**src/design/chm_pkg.sv**
```systemverilog
// Shared types and constants of the chained hash map.
package chm_pkg;
    localparam int BUCKETS_DEF = 256;
    localparam int ENTRIES_DEF = 1024;
    localparam int CFG_W       = 9;
    localparam int KEY_W       = 31;
    localparam int VAL_W       = 32;
    localparam int BKT_MAX_W   = 16;

    localparam logic [1:0] ACT_INSERT = 2'd0;
    localparam logic [1:0] ACT_LOOKUP = 2'd1;
    localparam logic [1:0] ACT_DELETE = 2'd2;

    localparam logic [1:0] ST_OK   = 2'd0;
    localparam logic [1:0] ST_MISS = 2'd1;
    localparam logic [1:0] ST_FULL = 2'd2;

    localparam logic [1:0] REG_BUCKET_COUNT = 2'd0;

    typedef struct packed {
        logic [1:0]           action;
        logic [KEY_W-1:0]     key;
        logic [VAL_W-1:0]     new_value;
        logic [BKT_MAX_W-1:0] bucket;
    } t_req;
endpackage

```
**src/design/chm_front.sv**
```systemverilog
// Request intake: bit-serial bucket computation (key modulo bucket count).
module chm_front #(
    parameter int BUCKETS = chm_pkg::BUCKETS_DEF
) (
    input  logic                      i_clk,
    input  logic                      i_rst_n,
    input  logic                      i_valid,
    output logic                      o_ready,
    input  logic [1:0]                i_action,
    input  logic [chm_pkg::KEY_W-1:0] i_key,
    input  logic [chm_pkg::VAL_W-1:0] i_new_value,
    input  logic [chm_pkg::CFG_W-1:0] i_bucket_count,
    output logic                      o_push,
    output chm_pkg::t_req             o_req,
    input  logic                      i_full
);
    localparam int CW = chm_pkg::CFG_W;

    logic                       r_busy, r_calc;
    logic [4:0]                 r_bit;
    logic [CW-1:0]              r_rem;
    logic [1:0]                 r_act;
    logic [chm_pkg::KEY_W-1:0]  r_key;
    logic [chm_pkg::VAL_W-1:0]  r_val;
    logic [CW-1:0]              m;
    logic [CW:0]                t;
    logic [CW-1:0]              n_rem;

    always_comb begin
        if (i_bucket_count == '0) begin
            m = CW'(1);
        end else if (32'(i_bucket_count) > BUCKETS) begin
            m = CW'(BUCKETS);
        end else begin
            m = i_bucket_count;
        end
        t = {r_rem, r_key[r_bit]};
        if (t >= {1'b0, m}) begin
            n_rem = CW'(t - {1'b0, m});
        end else begin
            n_rem = t[CW-1:0];
        end
    end

    assign o_ready = !r_busy && i_rst_n;
    assign o_push  = r_busy && !r_calc && !i_full;
    assign o_req   = '{action: r_act, key: r_key, new_value: r_val,
                       bucket: chm_pkg::BKT_MAX_W'(r_rem)};

    always_ff @(posedge i_clk) begin
        if (!i_rst_n) begin
            r_busy <= 1'b0;
            r_calc <= 1'b0;
        end else if (!r_busy) begin
            if (i_valid) begin
                r_busy <= 1'b1;
                r_calc <= 1'b1;
            end
        end else if (r_calc) begin
            if (r_bit == '0) begin
                r_calc <= 1'b0;
            end
        end else if (!i_full) begin
            r_busy <= 1'b0;
        end
    end

    always_ff @(posedge i_clk) begin
        if (!r_busy && i_valid) begin
            r_act <= i_action;
            r_key <= i_key;
            r_val <= i_new_value;
            r_rem <= '0;
            r_bit <= 5'(chm_pkg::KEY_W - 1);
        end else if (r_busy && r_calc) begin
            r_rem <= n_rem;
            r_bit <= r_bit - 5'd1;
        end
    end
endmodule

```
**config.mk**
```make
export PLATFORM = sky130hd
export DESIGN_NAME = chm_front
export DESIGN_NICKNAME = d
export VERILOG_FILES = /design/src/design/chm_pkg.sv /design/src/design/chm_front.sv
export SDC_FILE = /design/constraint.sdc
export NUM_CORES = 1
export LEC_CHECK = 0
export ABC_CLOCK_PERIOD_IN_PS = 5500
export BUFFER_PORTS_ARGS = -buffer_cell sky130_fd_sc_hd__buf_4
export CAP_MARGIN = 25
export CORE_AREA = 3 3 105 107
export DETAILED_ROUTE_END_ITERATION = 6
export DIE_AREA = 0 0 108 110
export GPL_TIMING_DRIVEN = 0
export HOLD_SLACK_MARGIN = 0.1
export PLACE_DENSITY = 0.72
export SKIP_LAST_GASP = 1
export SLEW_MARGIN = 20
export SYNTH_ARGS = -nofsm -noshare
export SYNTH_HDL_FRONTEND = slang
export SYNTH_SLANG_ARGS = --single-unit
```
**constraint.sdc**
```tcl
create_clock -name i_clk -period 5.5 [get_ports i_clk]
set_input_delay 0.275 -clock i_clk [delete_from_list [all_inputs] [get_ports i_clk]]
set_output_delay 0.275 -clock i_clk [all_outputs]
set_load 0.01 [all_outputs]
```
; ---- After elaboration in Yosys (flattened, before gate mapping)
; Cells that the tools add are included.
[word_totals]
word_cells = 36
out_inout_bits = 83
inputBits = 78
reg_bits = 81
[classes]
addsub = 2
n_lt_le_gt_ge = 3
muxes = 13
reduce_logical = 11
[op_table]
columns = cell, n
row1 = 2-to-1 mux 9 bit, 3
row2 = greater-or-equal comparator 10 x 9 -> 1 bit, 1
row3 = greater-than comparator 9 bit (second input constant), 1
row4 = logical NOT 9 bit, 1
row5 = 2-to-1 mux 1 bit, 9
row6 = subtractor 9 bit, 1
row7 = < comparator 5 x 6 -> 1 bit (second input constant), 1
row8 = binary-select mux 1 bit (select 5 bit), 1
row9 = logical AND 1 bit, 5
row10 = logical NOT 5 bit, 1
row11 = subtractor 5 x 1 -> 5 bit (second input constant), 1
row12 = logical NOT 1 bit, 3
row13 = nonzero test 2 bit, 1

; ---- Longest topological paths before layout
[logic_depth]
ltp_word = 5
mapped_depth = 14
mapped_depth_nobuf = 12

; ---- Least setup slack after synthesis
; OpenSTA, ideal clock, no wires.
[synth_path]
path_kind = reg2reg
start = register r_bit[1]
end = register r_rem[6]
path_buffers = 1
required_ps = 5378
t_arrival_ps = 3257
path_stages_with_launch = 14
setup_time_ps = 122
path_slack_ps = 2121
period_less_slack_ps = 3379
path_cell_list = dfxtp_1 > buf_4 > mux4_2 > mux2i_1 > nor3_1 > nor4_2 > ha_1 > inv_1 > fa_1 > nand3_2 > a21oi_4 > o41ai_4 > a21oi_1 > a311o_1
[synth_between]
elab_chain_len = 4
elab_cells_between_ends = 5
classes_between = add/sub: 1 / order compare: 1 / mux: 3
[synth_rtl]
columns = item, line
row1 = start: declaration, chm_front.sv:20  ; logic [4:0] r_bit;
row2 = start signal: assignment, chm_front.sv:74  ; r_bit <= 5'(chm_pkg::KEY_W - 1);
row3 = start signal: assignment, chm_front.sv:77  ; r_bit <= r_bit - 5'd1;
row4 = binary-select mux 1 bit (select 5 bit) *, chm_front.sv:37  ; t = {r_rem, r_key[r_bit]};
row5 = 2-to-1 mux 1 bit (implied by the code) *, chm_front.sv:37
row6 = subtractor 9 bit / greater-or-equal comparator 10 x 9 -> 1 bit (equally long branches), "chm_front.sv:39, chm_front.sv:38"
row7 = 2-to-1 mux 9 bit *, chm_front.sv:38  ; if (t >= {1'b0, m}) begin
row8 = end signal: assignment, chm_front.sv:76  ; r_rem <= n_rem;
row9 = end: declaration, chm_front.sv:21  ; logic [CW-1:0] r_rem;
; Every way passes the cells marked *; elsewhere a longest branch is shown, timed or not. The select of a mux whose other input is x is not followed.
; A chain may end at the register's enable or synchronous reset.

; ---- Worst setup path after layout
[layout_path]
start = register r_bit[2]
end = register r_rem[6]
; The elaborated chain is that of the path after synthesis.

==> key figures <==
Run status
  • Status: complete, no violations

Setup path
  • Critical Path RT: 5.75 ns
  • Crit end category: register
  • Worst Path Arrival: 4.15 ns
  • Crit Path Max Fanout: 10
  • Critical path class: register to register
  • CP Launch Type: register

Routing
  • Drt wl/cell: 16.72 um
  • DRC Markers: 0
  • Post-DR vias/cell: 4.727
  • Routed vias: 2926
  • Post-route ant nets: 0
  • Drt pass-1 iters: 4
  • Iteration-0 DRC Markers: 131
  • Total wire length: 10.35 mm

CTS
  • Clock Tree Root: clkbuf_8
  • TritonCTS Sinks: 81
  • Post-CTS Setup Bufs: 0
  • Clk Latency, worst-skew pair: 0.36 ns
  • Reg clk slew, reported paths: 0.09 ns
  • Post-CTS Hold Buffers: 64
  • H-tree level count: 3
  • Cts bufs inserted: 9
  • Post-CTS sizing: 0
  • CTS tree: built
  • Bufs on Longest Clock Path: 2

Global routing
  • Global-route wire length before repair: 15.57 mm
  • Largest net degree at the start of global routing: 60
  • Total GRT Usage: 0.1729
  • Vias in the first global route: 3044
  • Antenna violations before repair: 0
  • Total gr overflow: 0

Power
  • Psw: 419.0 uW
  • Internal power: 1053 uW
  • Power share of the clock group: 0.288
  • Sequential power share: 0.493
  • Worst vdd ir: 0.0001996 V
  • Total power: 1472 uW
  • Comb power frac: 0.219
  • Pwr dens: 257.7 mW/mm^2
  • Sw Share: 0.2847
  • P_leak: 0.002400 uW

Logic synthesis
  • Sequential element share of the synthesized area: 0.6486
  • Cells after Synth: 242
  • Complex-gate fraction of the synthesized area: 0.09107
  • Yosys warns: 0
  • EDFF count, synth: 65
  • Main flop type after synthesis: edfxtp_1
  • Netlist cell types: 54
  • Multiplexer area fraction after synthesis: 0.05643
  • Mapped cell area: 0.003503 mm^2
  • Post-Synth Simple-Gate Area: 0.1104
  • Async S/R FF share, synth: 0
  • Synth Area in Adders: 0.04143
  • Largest family of logic cells by synthesized area: simple AND/OR/NAND/NOR gates
  • FF+latch count, synth: 81
  • Syn avg cell area: 14.48 um^2
  • Xor-xnor portion of the synthesized cell area: 0.01750

Floorplanning
  • Starting density of the core: 0.3424
  • Core box area: 0.01023 mm^2
  • Row count: 37
  • Die H: 110 um
  • I/O pins: 161
  • DIE AREA: 0.01188 mm^2
  • DIE WIDTH: 108 um

STA
  • Final setup viols: 0
  • Final WS setup: 1.594 ns
  • Unrepaired setup endpoints after global routing: false
  • Worst slew pin tran: 0.6479 ns
  • Clock Skew: 0.01215 ns
  • Fmax: 256.0 MHz
  • Relative slew slack: 0.5665
  • Sum Neg Setup Slack: 0 ns
  • Min Tclk post-route: 3.906 ns
  • Final hold vios: 0
  • Final period utilization: 0.7102
  • Final slew viol count: 0

Finish
  • Area Overhead vs Synth: 63.00%
  • N_diodes: 0
  • Layout cell share with drive strength beyond 1: 0.3975
  • Commonest cells after routing, fill and taps aside: buf_4, dlygate4sd3_1, edfxtp_1
  • Nets: 567
  • Post-route insts no fill: 619
  • Final Instance Area: 0.005710 mm^2
  • Commonest non-fill, non-tap cell in the layout: buf_4

Place
  • Placed cell count: 538
  • Dpl cell area: 0.004875 mm^2
  • Final Wtd Congestion: 0.8107
  • Dpl ws: 1.589 ns
  • Port Buffers: 153
  • Post-DP HPWL: 6.917 mm

Worst hold path
  • Worst min-delay path class: primary input to register

Flow run
  • Max-Cap Viols: 0
-- metrics by stage --
stage	hold slack, ns	utilization
floorplan	0.3739	-
global placement	0.4529	0.4735
detailed placement	0.4543	0.4765
CTS	0.1027	0.5572
global route	0.1712	0.5582
finish	0.1628	0.5582
-- critical path, cell delays in order, from the launching register on --
cell and delay, ns:
dfxtp_1 0.39, buf_1 0.43, mux4_2 0.39, mux2i_1 0.15, nor3_1 0.07, nor4_2 0.39
ha_1 0.22, inv_1 0.05, fa_1 0.41, nand3_2 0.16, a21oi_4 0.09, o41ai_4 0.55
a21oi_1 0.14, a311o_1 0.33
-- power groups by stage --
stage	clock network [uW]	logic (uW)	registers [uW]
floorplan	0	135	753
global placement	0	273	740
detailed placement	0	282	738
CTS	426	320	724
global route	453	349	730
finish	424	322	726
-- worst paths after layout --
kind,to,cells after the start,start,slack [ns]
setup / recovery,r_rem[6]$_SDFFE_PP0P_,13,r_bit[2]$_SDFFE_PP1P_,1.59
hold / removal,r_calc$_SDFFE_PN0P_,2,i_rst_n,0.16
setup reg to reg,r_rem[6]$_SDFFE_PP0P_,13,r_bit[2]$_SDFFE_PP1P_,1.59
hold reg to reg,r_rem[8]$_SDFFE_PP0P_,2,r_rem[8]$_SDFFE_PP0P_,0.52
-- state kept, by name, summed over array words and instances (netlist names) --
signal  cells
r_val      32
r_rem       9
r_key      31
r_act       2
r_calc      1
r_bit       5
r_busy      1
-- cell usage after synthesis (5+ instances only) --
library cell,n,area share
nand2_1,20,0.021
buf_4,8,0.017
dfxtp_1,16,0.091
nor2_1,11,0.012
and3_1,6,0.011
nor3_1,5,0.0071
edfxtp_1,65,0.56
a21oi_1,5,0.0071
inv_1,5,0.0054
mux4_2,7,0.045
o21ai_0,6,0.0086
ha_1,10,0.036
-- layout make-up --
cell class,count,area [um^2]
tap,136,170.2
timing repair buffer,219,1827
inverter,6,25.02
multi-input combinational,146,1136
fill,818,4521
buffer,15,95.09
sequential,81,2272
clock inverter,7,61.31
clock buffer,9,123.9
-- kinds of logic (layout without fill, tap and decap cells) --
family,count (synthesis),in the layout
other,1,7
AO/OA/AOI/OAI,38,38
adder cells (fa/ha/maj),11,11
flip-flops,81,81
AND/OR/NAND/NOR,72,72
buffers and inverters,21,256
XOR/XNOR,7,7
multiplexers,11,11
-- metal layers --
| layer | vias up | wire, um | track usage |
|---|---|---|---|
| met5 | - | 0 | 0 |
| met4 | 0 | 139 | 0.05230 |
| met3 | 13 | 877 | 0.06348 |
| met2 | 132 | 5278 | 0.3064 |
| met1 | 1379 | 4053 | 0.1954 |
| li1 | 1402 | - | - |
Note: power is estimated with default switching activity, not from simulation.
