--- config.mk ---
export PLATFORM = sky130hd
export DESIGN_NAME = chm_queue
export DESIGN_NICKNAME = d
export VERILOG_FILES = /design/src/design/chm_pkg.sv /design/src/design/chm_queue.sv
export SDC_FILE = /design/constraint.sdc
export NUM_CORES = 1
export LEC_CHECK = 0
export ABC_AREA = 1
export BUFFER_PORTS_ARGS = -buffer_cell sky130_fd_sc_hd__buf_2
export CORE_ASPECT_RATIO = 1.25
export CORE_MARGIN = 1
export CORE_UTILIZATION = 45
export DETAILED_ROUTE_END_ITERATION = 7
export PLACE_DENSITY = 0.7
export SYNTH_ARGS = -nofsm -noshare
export SYNTH_HDL_FRONTEND = slang
export SYNTH_SLANG_ARGS = --single-unit
--- constraint.sdc ---
create_clock -name i_clk -period 8.4 [get_ports i_clk]
set_input_delay 1.68 -clock i_clk [delete_from_list [all_inputs] [get_ports i_clk]]
set_output_delay 1.68 -clock i_clk [all_outputs]
set_load 0.02 [all_outputs]
--- src/design/chm_pkg.sv ---
// Shared types and constants of the chained hash map.
package chm_pkg;
    localparam int BUCKETS_DEF = 256;
    localparam int ENTRIES_DEF = 1024;
    localparam int CFG_W       = 9;
    localparam int KEY_W       = 31;
    localparam int VAL_W       = 32;
    localparam int BKT_MAX_W   = 16;

    localparam logic [1:0] ACT_INSERT = 2'd0;
    localparam logic [1:0] ACT_LOOKUP = 2'd1;
    localparam logic [1:0] ACT_DELETE = 2'd2;

    localparam logic [1:0] ST_OK   = 2'd0;
    localparam logic [1:0] ST_MISS = 2'd1;
    localparam logic [1:0] ST_FULL = 2'd2;

    localparam logic [1:0] REG_BUCKET_COUNT = 2'd0;

    typedef struct packed {
        logic [1:0]           action;
        logic [KEY_W-1:0]     key;
        logic [VAL_W-1:0]     new_value;
        logic [BKT_MAX_W-1:0] bucket;
    } t_req;
endpackage

--- src/design/chm_queue.sv ---
// Two-entry request queue between intake and execution.
module chm_queue (
    input  logic          i_clk,
    input  logic          i_rst_n,
    input  logic          i_push,
    input  chm_pkg::t_req i_req,
    output logic          o_full,
    input  logic          i_pop,
    output logic          o_valid,
    output chm_pkg::t_req o_req
);
    chm_pkg::t_req r_q [2];
    logic          r_wp, r_rp;
    logic [1:0]    r_cnt;

    assign o_full  = (r_cnt == 2'd2);
    assign o_valid = (r_cnt != 2'd0);
    assign o_req   = r_q[r_rp];

    always_ff @(posedge i_clk) begin
        if (!i_rst_n) begin
            r_wp  <= 1'b0;
            r_rp  <= 1'b0;
            r_cnt <= 2'd0;
        end else begin
            if (i_push && !o_full) begin
                r_wp <= !r_wp;
            end
            if (i_pop && o_valid) begin
                r_rp <= !r_rp;
            end
            r_cnt <= r_cnt + 2'((i_push && !o_full) ? 1 : 0)
                           - 2'((i_pop && o_valid) ? 1 : 0);
        end
    end

    always_ff @(posedge i_clk) begin
        if (i_push && !o_full) begin
            r_q[r_wp] <= i_req;
        end
    end
endmodule

After elaboration in Yosys (flattened, before gate mapping)
Memory sizes are Yosys's and may differ from the RTL's. A register that Yosys moved wholly into a read port is not among the register bits. Cells that the tools add are included.

Memories: 1. RAM bits: 162. Register bits after elaboration: 4. Word-level logic and storage cells: 19. Input bits: 85. Output and inout port bits: 83.

Mux-type cells: 6. Equal/unequal tests: 1. $add $sub $neg: 2. Reductions and logical operators: 6.

Memory list: r_q (words 2, width 81, read ports 1, clocked after memory_dff 1, write ports 1, line chm_queue.sv:12) `chm_pkg::t_req r_q [2];`.

Operators by type and width (number): 1-bit two-way mux (6); 1-bit zero test (3); 2-bit by 1-bit adder with 2-bit output (1); 2-bit == test (second input constant) (1); 1-bit logical AND (2); 2-bit nonzero test (1); 2-bit by 1-bit subtractor with 2-bit output (1).

Logic depth before layout (Yosys ltp)
Gate-level depths: netlist (run 1).

Depth after elaboration: 6. Depth in mapped cells: 11. Gate-level depth less buffers: 11.

Worst setup path after synthesis (run 1)
No wires, ideal clock.

Kind: input port to flip-flop. Start point: input port i_push. End point: memory r_q[0][0] (netlist name), enable pin. Path slack: 2.753 ns. Library setup time: 0.521 ns. Data required time: 7.879 ns. Cell stages on the path: 2. Arrival time: 5.126 ns. Buffers on the path: 0. Cells stage by stage: nand2_1 > nor2_1.

Word-level cells in the longest chain between the ends: 3.

RTL lines: start: declaration (line chm_queue.sv:5) `input logic i_push,`; 1-bit logical AND (line chm_queue.sv:38) `if (i_push && !o_full) begin`; 1-bit two-way mux (line chm_queue.sv:38); 1-bit two-way mux (not written as such) (line chm_queue.sv:39) `r_q[r_wp] <= i_req;`; end: declaration (line chm_queue.sv:12).

Every way passes these cells.

==> qor.tcl, run 1 <==
set qor(ys_warn_count) 0
set qor(grt_remaining_overflow) 0
set qor(die_height_um) 136
set qor(netlist.area_leader.share_pct) 74.9
set qor(hold_viol_final) 0
set qor(clk_root_buffer_cell) {sky130_fd_sc_hd__clkbuf_16}
set qor(synth-seq-cells) 167
set qor(route.vias.total) 3157
set qor(fin_skew_ns) 0.0147
set qor(path_cells) {buf_4 -> mux2_2 -> buf_2}
set qor(antenna_found_initial) 2
set qor(grt_max_degree) 55
set qor(netlist_top_cells_area) {sky130_fd_sc_hd__edfxtp_1 (75%), sky130_fd_sc_hd__mux2_4 (19%), sky130_fd_sc_hd__buf_12 (2.5%)}
set qor(cp_num_cells) 3
set qor(area_taken_by_multi_input_logic_gates_um2) 1330
set qor(cts_hold_repair.buffers) 0
set qor(die-area_um2) 14900
set qor(cap_viol_max_count) 0
set qor(final_hold_slack_ns) 0.522
set qor(global_route.usage.total_pct) 15.7
set qor(avgSynthCellArea_um2) 22.5
set qor(outcome) {completed}
set qor(crit_family) {buffers and inverters}
set qor(cts_tree) {built}
set qor(report.power.total_uw) 2550
set qor(num_io_pins) 168
set qor(rsz0062_at_grt) {no}
set qor(cts_resized) 0
set qor(slew-limit-headroom_pct) 29.0
set qor(post_synth_inst_count) 289
set qor(r2r.worst_path.cells) 5
set qor(reg2reg_setup_slack_ns) 5.85
set qor(sequential_cell_area_um2) 4970
set qor(worst_r2r_startpoint) {r_cnt[0]}
set qor(grt_pass1_wl_um) 16700
set qor(synth.net_count) 376
set qor(synth_seq_area_share_pct) 76.5
set qor(first_global_vias) 3372
set qor(ir_drop_v) 0.000189
set qor(finalCritPeriodShare_pct) 51.2
set qor(gpl.final_weighted_congestion) 0.675
set qor(slew_violations) 0
set qor(r2r_end) {r_q[0][71]}
set qor(critPathLaunchType) {register}
set qor(number_of_nets_with_antenna_violations_after_routing) 0
set qor(path_buf_inv) 2
set qor(core_region_area_um2) 13900
set qor(drt_first_pass_iters) 4
set qor(critPathSlowestCell) {sky130_fd_sc_hd__buf_4}
set qor(leakage_uw) 0.00320
set qor(synth_top_cell_by_area) {sky130_fd_sc_hd__edfxtp_1}
set qor(cts_made_buffers) 17
set qor(timing.hold.worst_path_depth) 2
set qor(wirelength_um) 11200
set qor(post-cts-setup-buffer-count) 0
set qor(crit_type) {register to output port}
set qor(final_period_minus_worst_setup_slack_ns) 4.30
set qor(worst_ep_required_time_ns) 6.72
set qor(clkLatencyLatePin_ns) 0.42
set qor(final_nets) 556
set qor(num-fill-cells) 1108
set qor(tightest_slew_ns) 1.06
set qor(fin_tns_setup_ns) 0
set qor(clock_sinks) 167
set qor(layout_commonest_cell) {sky130_fd_sc_hd__buf_2}
set qor(cp.arrival_ns) 2.62
set qor(cts.path.max_buffers) 2
set qor(drive_gt1_share_pct) 58.5
set qor(clock_input_transition_at_the_sequential_cells_of_the_worst_setup_and_hold_paths_ns) 0.06
set qor(commonest_cells_after_routing_fill_and_taps_aside) {sky130_fd_sc_hd__buf_2 (167), sky130_fd_sc_hd__edfxtp_1 (162), sky130_fd_sc_hd__mux2_4 (80), sky130_fd_sc_hd__clkbuf_16 (17), sky130_fd_sc_hd__nand2_1 (9)}
set qor(rows) 48
set qor(h-tree-depth) 4
set qor(netlist-cell-type-count) 12
set qor(timing.critical_path.slowest_cell_delay_ns) 0.89
set qor(synthesis.area_um2) 6490
set qor(remaining_drc_errors) 0
set qor(min-delay-path-class) {register to register}
set qor(finalSetupViolations) 0
set qor(max_freq_mhz) 233
set qor(crit_path_max_fanout) 54
set qor(critical_path.endpoint) {o_req[80]}
set qor(chipWidth_um) 109
set qor(viasPerCell) 4.80
set qor(drt_iter0_markers) 98
set qor(dp_hpwl_um) 7210
set qor(layout-area-overhead-vs-synth_pct) 23.2
set qor(portBuffers) 167
set qor(drt-wirelength-per-cell_um) 17.0
set qor(critical_path.endpoint_type) {output port}
set qor(p_per_area_nw_per_um2) 319
set qor(start_util_pct) 46.6
layout make-up:
type | count | share of cell area [%]
Antenna cell | 1 | 0.0313
Clock buffer | 19 | 5.41
Clock inverter | 13 | 1.92
Inverter | 8 | 0.391
Multi-Input combinational cell | 105 | 16.7
Sequential cell | 167 | 62.1
Tap cell | 175 | 2.74
Timing Repair Buffer | 170 | 10.7
cell families (layout without fill, tap and decap cells):
family | count (synthesis) | in the layout | synth area share, %
muxes | 81 | 81 | 18.7
AOI/OAI and AO/OA | 2 | 2 | 0.154
DFF | 167 | 167 | 76.5
other | 0 | 1 | 0
buffers and inverters | 17 | 210 | 3.10
adders and majority gates | 2 | 2 | 0.385
and+or+nand+nor | 20 | 20 | 1.21
worst register-to-register path, delay by kind of cell, from the launching register on:
family,cells,cell delay (ns)
simple gates,3,1.05
flops,1,0.35
buf+inv,2,0.76
synth_stat cells, drive strengths merged:
library cell,count
inv,8
mux2,81
nand2,9
ha,2
nor2,8
nand3,3
buf,9
dfxtp,5
a21oi,2
edfxtp,162
per-layer routing:
| layer | vias to the layer above | track usage [%] | part of all wire (%) |
|---|---|---|---|
| met5 | - | 0 | 0.072 |
| met1 | 1555 | 16.3 | 38 |
| met4 | 2 | 6.59 | 1.1 |
| met2 | 103 | 27.9 | 54 |
| met3 | 8 | 6.14 | 6.7 |
| li1 | 1489 | - | - |
state kept, by name, indices dropped and copies added, names as in the netlist, named ones only:
signal / cells
r_rp: 1
r_cnt: 2
r_wp: 1
r_q: 162
metrics by stage:
step / setup slack (ns) / cells / area (um2) / util (%)
2_1_floorplan: 2.75 / 289 / 6490 / -
3_3_place_gp: 4.52 / 625 / 7410 / 53.2
3_5_place_dp: 4.49 / 625 / 7410 / 53.2
4_1_cts: 4.04 / 657 / 8000 / 57.4
5_1_grt: 3.95 / 658 / 8000 / 57.4
6_report: 4.10 / 658 / 8000 / 57.4
how the worst min path moves through the flow:
stage / endpoint / from
global placement: r_rp / r_rp
floorplan: register / r_rp
detailed placement: register / r_rp
CTS: r_rp / r_rp
finish: r_rp / r_rp
global route: register / r_rp
power by group:
group	switching [uW]	internal [uW]
logic	374	299
registers	52.1	1060
clock network	305	466
total	731	1820
Power figures use the tool's default switching activity.
==> run 2, diff against run 1 <==
PLACE_DENSITY = 0.72   (was 0.7)
clock period = 3.8 ns   (was 8.4 ns; I/O delays follow)
==> run 2 against run 1 <==
Against the previous run:
- sequential cell count is the same
- clock power grew 120%
- core utilization grew 0.31 points
- hold slack lost 0.0077 ns
- clock skew shrank 0.0031 ns
- clock-buffer cell count shrank 2
- routed wire length grew 1.1%
- largest cell class unchanged
- highest routed layer unchanged
==> qor.tcl, run 2 (same netlist as run 1, synthesis figures left out) <==
set qor(outcome) {completed}
set qor(final_cell_count_no_fill) 660
set qor(hold_viol_final) 0
set qor(fin_skew_ns) 0.0116
set qor(clk_root_buffer_cell) {sky130_fd_sc_hd__clkbuf_16}
set qor(rows) 48
set qor(finalSetupViolations) 0
set qor(crit_type) {register to output port}
set qor(drt-wirelength-per-cell_um) 17.1
set qor(cts_made_buffers) 17
set qor(max_freq_mhz) 361
set qor(clock_sinks) 167
set qor(leakage_uw) 0.00322
set qor(drive_gt1_share_pct) 59.3
set qor(clkLatencyLatePin_ns) 0.42
set qor(cts_tree) {built}
set qor(fin_tns_setup_ns) 0
set qor(timing.critical_path.slowest_cell_delay_ns) 0.69
set qor(layout_commonest_cell) {sky130_fd_sc_hd__buf_2}
set qor(die-area_um2) 14900
set qor(worst_ep_required_time_ns) 3.04
set qor(cts_resized) 0
set qor(ir_drop_v) 0.000464
set qor(antenna_found_initial) 2
set qor(place_inst) 627
set qor(path_cells) {buf_12 -> mux2_4 -> buf_2}
set qor(chipWidth_um) 109
set qor(tightest_slew_ns) 0.705
set qor(first_global_vias) 3346
set qor(num_io_pins) 168
set qor(drt_first_pass_iters) 4
set qor(grt_pass1_wl_um) 16700
set qor(layout-area-overhead-vs-synth_pct) 23.9
set qor(dp_hpwl_um) 7620
set qor(number_of_nets_with_antenna_violations_after_routing) 0
set qor(critical_path.endpoint_type) {output port}
set qor(top_layer_used) {met5}
set qor(crit_path_max_fanout) 42
set qor(cts.path.max_buffers) 2
set qor(post-cts-setup-buffer-count) 0
set qor(h-tree-depth) 4
set qor(crit_family) {flip-flops}
set qor(critPathSlowestCell) {sky130_fd_sc_hd__dfxtp_4}
set qor(clock_input_transition_at_the_sequential_cells_of_the_worst_setup_and_hold_paths_ns) 0.06
set qor(num-fill-cells) 1097
set qor(cts_hold_repair.buffers) 0
set qor(cap_viol_max_count) 0
set qor(met3_wirelength_um) 731
set qor(drt_iter0_markers) 82
set qor(grt_max_degree) 53
set qor(gpl.final_weighted_congestion) 0.690
set qor(slew-limit-headroom_pct) 53.0
set qor(commonest_cells_after_routing_fill_and_taps_aside) {sky130_fd_sc_hd__buf_2 (167), sky130_fd_sc_hd__edfxtp_1 (162), sky130_fd_sc_hd__mux2_4 (80), sky130_fd_sc_hd__clkbuf_16 (17), sky130_fd_sc_hd__nand2_1 (9)}
set qor(min-delay-path-class) {register to register}
set qor(portBuffers) 167
set qor(reg_top3) {r_q (162), r_cnt (2)}
set qor(final_nets) 558
set qor(remaining_drc_errors) 0
set qor(wl_met1_um) 4290
set qor(cp.arrival_ns) 2.01
set qor(final_period_minus_worst_setup_slack_ns) 2.77
set qor(start_util_pct) 46.6
set qor(p_per_area_nw_per_um2) 703
set qor(rsz0062_at_grt) {no}
set qor(path_buf_inv) 2
set qor(met2RoutedLength_um) 6070
set qor(wirelength_um) 11300
set qor(grt_remaining_overflow) 0
set qor(largest_register_ffs) 162
set qor(registers.top_by_ff_count) {r_q}
set qor(route.vias.total) 3208
set qor(global_route.usage.total_pct) 15.8
set qor(critPathLaunchType) {register}
set qor(finalCritPeriodShare_pct) 72.9
set qor(slew_violations) 0
set qor(die_height_um) 136
set qor(viasPerCell) 4.86
set qor(core_region_area_um2) 13900
[run 2: changes by cell type in the layout (fill, tap and decap cells not counted), moves of 2 or more]
cell	previous run	this run
sky130_fd_sc_hd__buf_12	0	2
sky130_fd_sc_hd__clkbuf_1	2	0
sky130_fd_sc_hd__inv_6	2	5
sky130_fd_sc_hd__inv_8	0	2
[run 2: path summary, 6_finish.rpt]
| path | cells after the start | from | slack (ns) | end |
|---|---|---|---|---|
| max | 3 | register | 1.03 | o_req[17] |
| min | 2 | r_rp | 0.51 | r_rp |
| max reg2reg | 5 | r_cnt[0] | 1.95 | r_q[1][9] |
| min reg2reg | 2 | r_rp | 0.51 | r_rp |
[run 2: stage by stage]
stage                     util, %  hold WS [ns]  cell area (um2)  setup WS, ns  power [uW]
after floorplan                 -         0.467             6490         0.434        3650
after global placement       53.5         0.492             7450          1.47        3960
after detailed placement     53.5         0.498             7450          1.45        4010
after CTS                    57.7         0.513             8040         0.997        5720
after global routing         57.7         0.507             8040         0.931        5890
final                        57.7         0.514             8040          1.03        5650
[run 2: per-layer routing]
layer  vias up  track usage, %
li1       1493               -
met1      1594            16.4
met2       104            28.0
met3        15            6.14
met4         2            6.59
met5         -               0
[run 2: layout make-up]
type                            instances  area [um2]  area share [%]
Sequential cell                       167        4970            61.8
Multi-Input combinational cell        105        1330            16.6
Timing Repair Buffer                  172         898            11.2
Clock buffer                           17         425            5.29
Tap cell                              175         219            2.72
Clock inverter                         15         165            2.05
Inverter                                8        31.3           0.389
Antenna cell                            1        2.50          0.0311
[run 2: power breakdown]
group          leakage [uW]  total [uW]  switching [uW]  internal (uW)
clock              0.000290        1710             724            984
combinational       0.00138        1490             823            671
sequential          0.00155        2450             117           2330
[run 2: worst min-delay path, delay by kind of cell, from the launching register on]
family,cells,cell delay [ns]
and+or+nand+nor,2,0.15
DFF,1,0.33
==> run 3, diff against run 2 <==
clock period = 2.3 ns   (was 3.8 ns; I/O delays follow)
==> run 3 against run 2 <==
Against the previous run:
- die area unchanged
- hold slack worse by 0.28 ns
- sequential cell count unchanged
- power up 63%
- largest power group unchanged
- critical path type unchanged
- sequential share of layout area down 0.17 points
- clock power up 57%
- register-to-register slack worse by 1.3 ns
==> qor.tcl, run 3 (same netlist as run 1, synthesis figures left out) <==
set qor(outcome) {completed}
set qor(fin_tns_setup_ns) 0
set qor(finalCritPeriodShare_pct) 94.4
set qor(start_util_pct) 46.6
set qor(leakage_uw) 0.00322
set qor(critical_path.endpoint_type) {output port}
set qor(drt_first_pass_iters) 4
set qor(die_height_um) 136
set qor(p_seq_share_pct) 43.0
set qor(crit_family) {buffers and inverters}
set qor(post_detailed_placement_cell_area_um2) 7500
set qor(first_global_vias) 3281
set qor(cts_made_buffers) 17
set qor(final_period_minus_worst_setup_slack_ns) 2.17
set qor(crit_type) {register to output port}
set qor(commonest_cells_after_routing_fill_and_taps_aside) {sky130_fd_sc_hd__buf_2 (167), sky130_fd_sc_hd__edfxtp_1 (162), sky130_fd_sc_hd__mux2_4 (80), sky130_fd_sc_hd__clkbuf_16 (17), sky130_fd_sc_hd__nand2_1 (9)}
set qor(combPwrFrac_pct) 27.9
set qor(reg_top3) {r_q (162), r_cnt (2)}
set qor(worst_r2r_startpoint) {r_cnt[0]}
set qor(net_switching_power_of_the_design_uw) 2720
set qor(wirelength_um) 10800
set qor(fin_skew_ns) 0.00625
set qor(drive_gt1_share_pct) 59.6
set qor(antenna_found_initial) 1
set qor(layout-area-overhead-vs-synth_pct) 24.2
set qor(max_freq_mhz) 461
set qor(grt_max_degree) 57
set qor(dp_hpwl_um) 7140
set qor(min-delay-path-class) {input pin to register}
set qor(clock_sinks) 167
set qor(slew_violations) 0
set qor(clock_network_power_share_pct) 29.2
set qor(clock_input_transition_at_the_sequential_cells_of_the_worst_setup_and_hold_paths_ns) 0.07
set qor(timing.critical_path.slowest_cell_delay_ns) 0.38
set qor(critPathSlowestCell) {sky130_fd_sc_hd__mux2_2}
set qor(tightest_slew_ns) 0.474
set qor(grt_remaining_overflow) 0
set qor(p_int_uw) 6510
set qor(drt-wirelength-per-cell_um) 16.4
set qor(diodes) 0
set qor(worst_ep_required_time_ns) 1.84
set qor(final_nets) 559
set qor(finalSetupViolations) 0
set qor(post-cts-setup-buffer-count) 0
set qor(cp.arrival_ns) 1.71
set qor(proportion_of_total_power_due_to_net_switching_pct) 29.5
set qor(cap_viol_max_count) 0
set qor(largest_register_ffs) 162
set qor(layout_commonest_cell) {sky130_fd_sc_hd__buf_2}
set qor(number_of_nets_with_antenna_violations_after_routing) 0
set qor(path_cells) {buf_12 -> mux2_2 -> buf_2}
set qor(cts_tree) {built}
set qor(grt_pass1_wl_um) 16200
set qor(clkLatencyLatePin_ns) 0.41
set qor(rsz0062_at_grt) {no}
set qor(global_route.usage.total_pct) 15.0
set qor(die-area_um2) 14900
set qor(cts_hold_repair.buffers) 0
set qor(gpl.final_weighted_congestion) 0.682
set qor(drt_iter0_markers) 71
set qor(p_per_area_nw_per_um2) 1140
set qor(route.vias.total) 3130
set qor(chipWidth_um) 109
set qor(hold_viol_final) 0
set qor(viasPerCell) 4.74
set qor(core_region_area_um2) 13900
set qor(critPathLaunchType) {register}
set qor(crit_path_max_fanout) 56
set qor(cts_resized) 0
set qor(holdCritStartpoint) {i_req[2]}
set qor(cts.path.max_buffers) 2
set qor(path_buf_inv) 2
set qor(portBuffers) 167
set qor(ir_drop_v) 0.000631
set qor(rows) 48
set qor(slew-limit-headroom_pct) 68.4
set qor(h-tree-depth) 4
set qor(remaining_drc_errors) 0
set qor(registers.top_by_ff_count) {r_q}
set qor(post-route-cell-area_um2) 8070
set qor(num_io_pins) 168
set qor(clk_root_buffer_cell) {sky130_fd_sc_hd__clkbuf_16}
run 3: layout make-up:
type,instances,area (um2)
fill,1092,5870
timing repair buffer,173,943
clock inverter,15,143
inverter,8,33.8
multi-input combinational,105,1330
clock buffer,17,425
sequential,167,4970
tap,175,219
run 3: power groups by stage:
stage	Combinational, uW	Sequential [uW]	Clock [uW]
finish	2570	3970	2690
floorplan	2010	4010	0
CTS	2620	3970	2780
global route	2760	4000	2890
global placement	2580	4010	0
detailed placement	2620	4040	0
run 3: path summary, 6_finish.rpt:
check,endpoint,depth (start not counted),slack [ns]
worst max-delay path,o_req[80],3,0.13
worst min register to register,r_rp,2,0.52
worst min-delay path,r_q[0][2],1,0.23
worst max register to register,r_cnt[1],10,0.63
run 3: per-stage QoR:
stage / power (uW) / utilization (%) / hold slack [ns] / worst slack [ns] / cells
after floorplan: 6020 / - / 0.467 / 0.0957 / 289
after global placement: 6590 / 53.8 / 0.485 / 0.569 / 628
after detailed placement: 6650 / 53.8 / 0.508 / 0.557 / 628
after CTS: 9370 / 57.9 / 0.213 / 0.109 / 660
after global routing: 9650 / 57.9 / 0.214 / 0.0665 / 660
final: 9230 / 57.9 / 0.231 / 0.129 / 660
run 3: metal layers:
layer	wire length [um]	track usage, %	vias to the layer above	part of all wire (%)
met3	628	4.51	10	5.8
li1	-	-	1496	-
met4	138	6.52	2	1.3
met1	4050	15.4	1521	38
met2	5970	27.5	101	55
met5	13	0	-	0.12
